[config.mk]
export PLATFORM = sky130hd
export DESIGN_NAME = unique_key_list_table_core
export DESIGN_NICKNAME = d
export VERILOG_FILES = /design/src/rtl/ulkt_pkg.sv /design/src/rtl/ulkt_cell.sv /design/src/rtl/unique_key_list_table.sv
export SDC_FILE = /design/constraint.sdc
export NUM_CORES = 2
export LEC_CHECK = 0
export BUFFER_PORTS_ARGS = -buffer_cell sky130_fd_sc_hd__buf_2
export CORE_MARGIN = 2
export CORE_UTILIZATION = 40
export CTS_BUF_LIST = sky130_fd_sc_hd__clkbuf_8
export CTS_CLUSTER_DIAMETER = 200
export CTS_CLUSTER_SIZE = 10
export DETAILED_ROUTE_END_ITERATION = 8
export PLACE_DENSITY = 0.55
export SLEW_MARGIN = 20
export SYNTH_ARGS = -nofsm -noshare
export SYNTH_HDL_FRONTEND = slang
export SYNTH_SLANG_ARGS = --single-unit
[constraint.sdc]
create_clock -name clk -period 13.18 [get_ports clk]
set_input_delay 2.636 -clock clk [delete_from_list [all_inputs] [get_ports clk]]
set_output_delay 2.636 -clock clk [all_outputs]
set_load 0.03 [all_outputs]
[src/rtl/ulkt_pkg.sv]
package ulkt_pkg;

    localparam int CAPACITY = 16;
    localparam int IDX_W    = $clog2(CAPACITY);
    localparam int COUNT_W  = $clog2(CAPACITY + 1);

    localparam logic [1:0] CMD_INSERT = 2'd0;
    localparam logic [1:0] CMD_LOOKUP = 2'd1;
    localparam logic [1:0] CMD_REMOVE = 2'd2;

    localparam logic [1:0] ST_OK      = 2'd0;
    localparam logic [1:0] ST_FULL    = 2'd1;
    localparam logic [1:0] ST_DUP     = 2'd2;
    localparam logic [1:0] ST_MISSING = 2'd3;

    typedef struct packed {
        logic [1:0]  cmd;
        logic [31:0] key;
        logic [15:0] entry_handle;
    } request_t;

    typedef struct packed {
        logic [1:0]  status;
        logic [15:0] found_handle;
        logic [3:0]  position;
        logic [4:0]  entry_count;
    } result_t;

    typedef struct packed {
        logic write;
        logic shift;
    } cell_ctrl_t;

endpackage

[src/rtl/ulkt_cell.sv]
module ulkt_cell (
    input  logic                clk,
    input  ulkt_pkg::cell_ctrl_t ctrl,
    input  logic                occupied,
    input  logic [31:0]         cmp_key,
    input  logic [31:0]         new_key,
    input  logic [15:0]         new_handle,
    input  logic [31:0]         next_key,
    input  logic [15:0]         next_handle,
    output logic [31:0]         key,
    output logic [15:0]         handle,
    output logic                match
);
    import ulkt_pkg::*;

    logic [31:0] key_reg;
    logic [31:0] key_next;
    logic [15:0] handle_reg;
    logic [15:0] handle_next;

    always_comb
    begin
        key_next    = key_reg;
        handle_next = handle_reg;
        if (ctrl.write)
        begin
            key_next    = new_key;
            handle_next = new_handle;
        end
        else if (ctrl.shift)
        begin
            key_next    = next_key;
            handle_next = next_handle;
        end
    end

    always_ff @(posedge clk)
    begin
        key_reg    <= key_next;
        handle_reg <= handle_next;
    end

    assign key    = key_reg;
    assign handle = handle_reg;
    assign match  = occupied && (key_reg == cmp_key);

endmodule

[src/rtl/unique_key_list_table.sv]
// An accepted start loads req_reg and raises busy; done and result are registered
// from the compare that the cells make while busy is high.
// A new command is accepted only while busy is low; busy is high for the one cycle in
// which the cells compare in parallel and then shift or append.
// Reset (rst_n, async, active low) empties the list; cell contents are not
// cleared. The receiver cannot stall: done marks each result for one cycle.
module unique_key_list_table_core (
    input  logic               clk,
    input  logic               rst_n,
    input  logic               start,
    input  ulkt_pkg::request_t request,
    output logic               busy,
    output logic               done,
    output ulkt_pkg::result_t  result
);
    import ulkt_pkg::*;

    request_t             req_reg;
    logic                 busy_reg;
    logic                 done_reg;
    result_t              result_reg;
    result_t              result_next;
    logic [COUNT_W-1:0]   count_reg;
    logic [COUNT_W-1:0]   count_next;

    cell_ctrl_t           ctrl     [CAPACITY];
    logic [31:0]          cell_key [CAPACITY];
    logic [15:0]          cell_hdl [CAPACITY];
    logic [CAPACITY-1:0]  match;

    logic                 hit;
    logic [IDX_W-1:0]     hit_pos;
    logic                 do_write;
    logic                 do_shift;
    logic                 full;

    genvar g;
    generate
        for (g = 0; g < CAPACITY; g++)
        begin : g_cell
            logic [31:0] nk;
            logic [15:0] nh;
            if (g < CAPACITY - 1)
            begin : g_mid
                assign nk = cell_key[g+1];
                assign nh = cell_hdl[g+1];
            end
            else
            begin : g_last
                assign nk = cell_key[g];
                assign nh = cell_hdl[g];
            end

            assign ctrl[g].write = do_write && (count_reg == COUNT_W'(g));
            assign ctrl[g].shift = do_shift && (hit_pos <= IDX_W'(g));

            ulkt_cell u_cell (
                .clk         (clk),
                .ctrl        (ctrl[g]),
                .occupied    (COUNT_W'(g) < count_reg),
                .cmp_key     (req_reg.key),
                .new_key     (req_reg.key),
                .new_handle  (req_reg.entry_handle),
                .next_key    (nk),
                .next_handle (nh),
                .key         (cell_key[g]),
                .handle      (cell_hdl[g]),
                .match       (match[g])
            );
        end
    endgenerate

    // first matching cell wins
    always_comb
    begin
        hit     = 1'b0;
        hit_pos = '0;
        for (int i = CAPACITY - 1; i >= 0; i--)
        begin
            if (match[i])
            begin
                hit     = 1'b1;
                hit_pos = IDX_W'(i);
            end
        end
    end

    assign full = (count_reg >= COUNT_W'(CAPACITY));

    always_comb
    begin
        do_write    = 1'b0;
        do_shift    = 1'b0;
        count_next  = count_reg;
        result_next = '0;
        result_next.status = ST_MISSING;
        case (req_reg.cmd)
            CMD_INSERT:
            begin
                if (full)
                    result_next.status = ST_FULL;
                else if (hit)
                    result_next.status = ST_DUP;
                else
                begin
                    do_write             = busy_reg;
                    result_next.status   = ST_OK;
                    result_next.position = 4'(count_reg);
                    count_next           = count_reg + 1'b1;
                end
            end
            CMD_LOOKUP:
            begin
                if (hit)
                begin
                    result_next.status       = ST_OK;
                    result_next.position     = 4'(hit_pos);
                    result_next.found_handle = cell_hdl[hit_pos];
                end
            end
            CMD_REMOVE:
            begin
                if (hit)
                begin
                    do_shift                 = busy_reg;
                    result_next.status       = ST_OK;
                    result_next.position     = 4'(hit_pos);
                    result_next.found_handle = cell_hdl[hit_pos];
                    count_next               = count_reg - 1'b1;
                end
            end
            default:
            begin
                result_next.status = ST_MISSING;
            end
        endcase
        result_next.entry_count = 5'(count_next);
    end

    always_ff @(posedge clk or negedge rst_n)
    begin
        if (!rst_n)
        begin
            busy_reg  <= 1'b0;
            done_reg  <= 1'b0;
            count_reg <= '0;
        end
        else
        begin
            busy_reg <= start && !busy_reg;
            done_reg <= busy_reg;
            if (busy_reg)
                count_reg <= count_next;
        end
    end

    always_ff @(posedge clk)
    begin
        if (start && !busy_reg)
            req_reg <= request;
        if (busy_reg)
            result_reg <= result_next;
    end

    assign busy   = busy_reg;
    assign done   = done_reg;
    assign result = result_reg;

`ifndef SYNTHESIS
    a_done_after_busy: assert property (@(posedge clk) disable iff (!rst_n)
        done |-> $past(busy))
        else $error("result beat without a preceding busy cycle");

    a_count_bound: assert property (@(posedge clk) disable iff (!rst_n)
        count_reg <= COUNT_W'(CAPACITY))
        else $error("entry count above capacity");

    a_single_busy: assert property (@(posedge clk) disable iff (!rst_n)
        busy |=> !busy)
        else $error("busy held beyond one cycle");

    a_count_matches: assert property (@(posedge clk) disable iff (!rst_n)
        done |-> (result.entry_count == 5'(count_reg)))
        else $error("reported count differs from held count");
`endif

endmodule
==> metrics.md <==
| Metric | Value |
|---|---|
| Slowest cell on crit path | `nor4b_1` |
| Ys Warns | `0` |
| Worst hold slack | `0.573 ns` |
| CP arrival | `7.27 ns` |
| Worst-margin pin slew | `1.17 ns` |
| CP most frequent cell | `buf_4` |
| FMAX | `0.145 GHz` |
| Endpoints failing hold | `0` |
| Top_reg_cell synth | `edfxtp_1` |
| CP max FO | `55` |
| Critical-path cell list | `buf_4, xor2_1, nor4_1, o311ai_1, nor4b_1, or2_2, nor2_1, o41ai_1, a21boi_4, buf_4, or3_1, or2_2, nand3b_1, buf_4` |
| CP max stage delay | `1.07 ns` |
| Clk Tree Root Cell | `clkbuf_8` |
| Via count | `25500` |
| WP buf/inv | `3` |
| CTS buffer count | `95` |
| Gate count of the mapped netlist | `3011` |
| Number of non-filler instances in the completed layout | `4543` |
| Final setup fails | `0` |
| Max reg flops | `512` |
| DIE HEIGHT | `337 um` |
| Pwr Density | `107 mW/mm2` |
| Syn Nets | `3073` |
| Inst Count DP | `4401` |
| CTS Sinks | `852` |
| Post-detail-place hpwl | `86500 um` |
| Total power | `5.10 mW` |
| First-pass GRT wire length | `192000 um` |
| R2R cell count | `14` |
| Final Cell Area | `0.0476 mm2` |
| CTS tree | `done` |
| CP startpoint kind | `flip-flop` |
| Final worst slack | `6.30 ns` |
| Antenna-violating nets left | `0` |
| Crit. End Element | `flip-flop` |
| Worst Path Required | `13.57 ns` |
| Static leakage | `15.9 nW` |
| DRT Wirelength | `134000 um` |
| Post-Place Cell Area | `0.0460 mm2` |
| Slew margin rel. | `0.211` |
| # resized after CTS | `0` |
| Clock transition at path regs | `0.08 ns` |
| P&R area growth vs syn | `7.52%` |
| Clock Latency Late Sink | `0.77 ns` |
| Vias in the first global route | `26690` |
| Post-synth EDFFs | `845` |
| Delay-heaviest family, CP | `simple AND/OR/NAND/NOR gates` |
| Post-layout util | `0.432` |
| Minimum clock period | `6.88 ns` |
| Clock Skews | `0.0284 ns` |
| Clock buffer depth | `3` |
| Status | `completed` |
| Via-to-Cell Ratio | `5.61` |
| Pre-CTS setup slack | `6.54 ns` |
| Die extent in x | `337 um` |
| Critical path type | `reg2reg` |
| Hold depth | `1` |
| Crit path depth | `14` |
| Slew Limit Fails | `0` |
| # fillers | `9987` |
| NumNets Final | `3072` |
| IO Pins | `82` |
| Routability cong. | `0.925` |
| VDD IR max | `0.0845 mV` |
| 1st-pass router iterations | `6` |
| H-Tree Depth | `3` |
| Initial antenna violation count | `3` |
| Post-CTS Setup Bufs | `0` |
| Maxcap violations | `0` |
| Core area | `0.110 mm2` |
| Share of layout cells above drive strength 1 | `0.353` |
| Final critical-path share of the clock period | `0.522` |
| #FFs+latches synth | `852` |
| Post-CTS Hold Buffers | `0` |
| Remaining DRCs | `0` |
| Pin count of the biggest net entering global routing | `56` |
| WL per Instance | `29.5 um` |
| Number of I/O port buffers | `81` |
| Gr ovfl total | `0` |
| Async SR Flop Fraction | `0.00822` |
| Row cnt | `122` |
| Sequential area share after synthesis | `0.577` |
| RSZ-0062 raised after global routing | `false` |
| Setup tns final | `0 ns` |
| Hold Path Class | `reg2reg` |
| 1st-iter DRT viols | `2257` |
| Global Route Usage Sum | `0.234` |
| Avg Synthesized Cell Area | `14.7 um2` |
| Mapped cell area | `0.0442 mm2` |
| Die ar. | `0.113 mm2` |
| Initial Util | `0.401` |
| Yosys cell types | `66` |
[final cells by class]
class                      instances  area, um2  area share
antenna                            2       5.00    0.000105
clock buffer                      98       1350      0.0283
clock inverter                    42        175     0.00368
inverter                          11       41.3    0.000868
multi-input combinational       1889      17600       0.370
sequential                       852      25600       0.537
tap                             1488       1860      0.0391
timing repair buffer             161       1010      0.0211
[layout by cell type (no fill, tap or decap), drive strengths merged, types with 3 or more instances in the layout]
cell type and count:
a21o 3, or2 10, nor4b 4, mux2i 131, nand3b 4, nand2b 6, nor2b 12, xnor2 203
clkbuf 98, nand3 24, o22ai 32, nor3b 5, o211ai 5, o21a 3, dfrtp 7, nor3 32
buf 161, nand4 65, or3 20, ha 9, xor2 307, edfxtp 845, nand2 37, a21oi 13
inv 51, nor4 85, or4 4, o21bai 5, o21ai 11, and3 6, nor2 55, a211oi 4
mux2 767
[metal layers]
layer / GRT usage / wire [um] / vias up / share of wire
met2: 0.400 / 65600 / 782 / 0.49
met5: 0 / 0 / - / 0
met1: 0.303 / 56700 / 13230 / 0.42
met3: 0.0312 / 6210 / 259 / 0.046
met4: 0.0890 / 5410 / 0 / 0.040
li1: - / - / 11229 / -
[synth_stat cells, types with 3 or more instances]
master | n | area share
edfxtp_1 | 845 | 0.57
nor3_1 | 29 | 0.0033
o22ai_1 | 32 | 0.0045
clkbuf_1 | 90 | 0.0076
o21a_1 | 3 | 0.00051
nand4_1 | 65 | 0.0092
a211oi_1 | 4 | 0.00068
nand3_1 | 23 | 0.0026
buf_1 | 7 | 0.00059
o21ai_1 | 3 | 0.00034
nor4b_1 | 3 | 0.00059
nand2b_1 | 5 | 0.00071
xor2_1 | 307 | 0.061
or3_1 | 19 | 0.0027
buf_4 | 32 | 0.0054
buf_6 | 7 | 0.0018
nor3b_1 | 5 | 0.00085
xnor2_1 | 203 | 0.040
buf_2 | 123 | 0.014
o211ai_1 | 5 | 0.00085
nand3b_1 | 4 | 0.00068
nor2b_1 | 12 | 0.0017
nand2_1 | 37 | 0.0031
and3_1 | 6 | 0.00085
mux2i_1 | 131 | 0.030
a21o_1 | 3 | 0.00051
dfrtp_1 | 7 | 0.0040
o21bai_1 | 5 | 0.00085
mux2_4 | 9 | 0.0031
nor2_1 | 55 | 0.0047
or4_1 | 4 | 0.00068
mux2_2 | 758 | 0.19
a21oi_1 | 13 | 0.0015
nor4_1 | 85 | 0.012
ha_1 | 9 | 0.0025
inv_1 | 11 | 0.00093
or2_2 | 8 | 0.0011
o21ai_0 | 8 | 0.00090
[cell families after synthesis]
group / after synthesis / share of synthesized area
fa+ha+maj: 9 / 0.00255
xor+xnor: 510 / 0.101
flops: 852 / 0.577
mux: 898 / 0.226
simple gates: 374 / 0.0482
buf+inv: 270 / 0.0303
compound gates: 98 / 0.0150
[report_power, final]
group          switching, mW  total [mW]  internal, mW
Combinational          0.266       0.396         0.130
Clock                  0.981        1.66         0.676
Sequential            0.0517        3.05          3.00
[path summary, 6_finish.rpt]
check / startpoint / endpoint / slack (ns)
min in group asynchronous: rst_n / count_reg[4]$_DFFE_PN0P_ / 1.74
setup / recovery: req_reg[38]$_DFFE_PP_ / g_cell[12].u_cell.key[16]$_DFFE_PP_ / 6.30
hold reg to reg: g_cell[14].u_cell.handle[12]$_DFFE_PP_ / g_cell[13].u_cell.handle[12]$_DFFE_PP_ / 0.57
hold / removal: g_cell[14].u_cell.handle[12]$_DFFE_PP_ / g_cell[13].u_cell.handle[12]$_DFFE_PP_ / 0.57
setup reg to reg: req_reg[38]$_DFFE_PP_ / g_cell[12].u_cell.key[16]$_DFFE_PP_ / 6.30
max in group asynchronous: rst_n / busy$_DFF_PN0_ / 11.19
No activity file was read; power rests on OpenSTA's default activity.
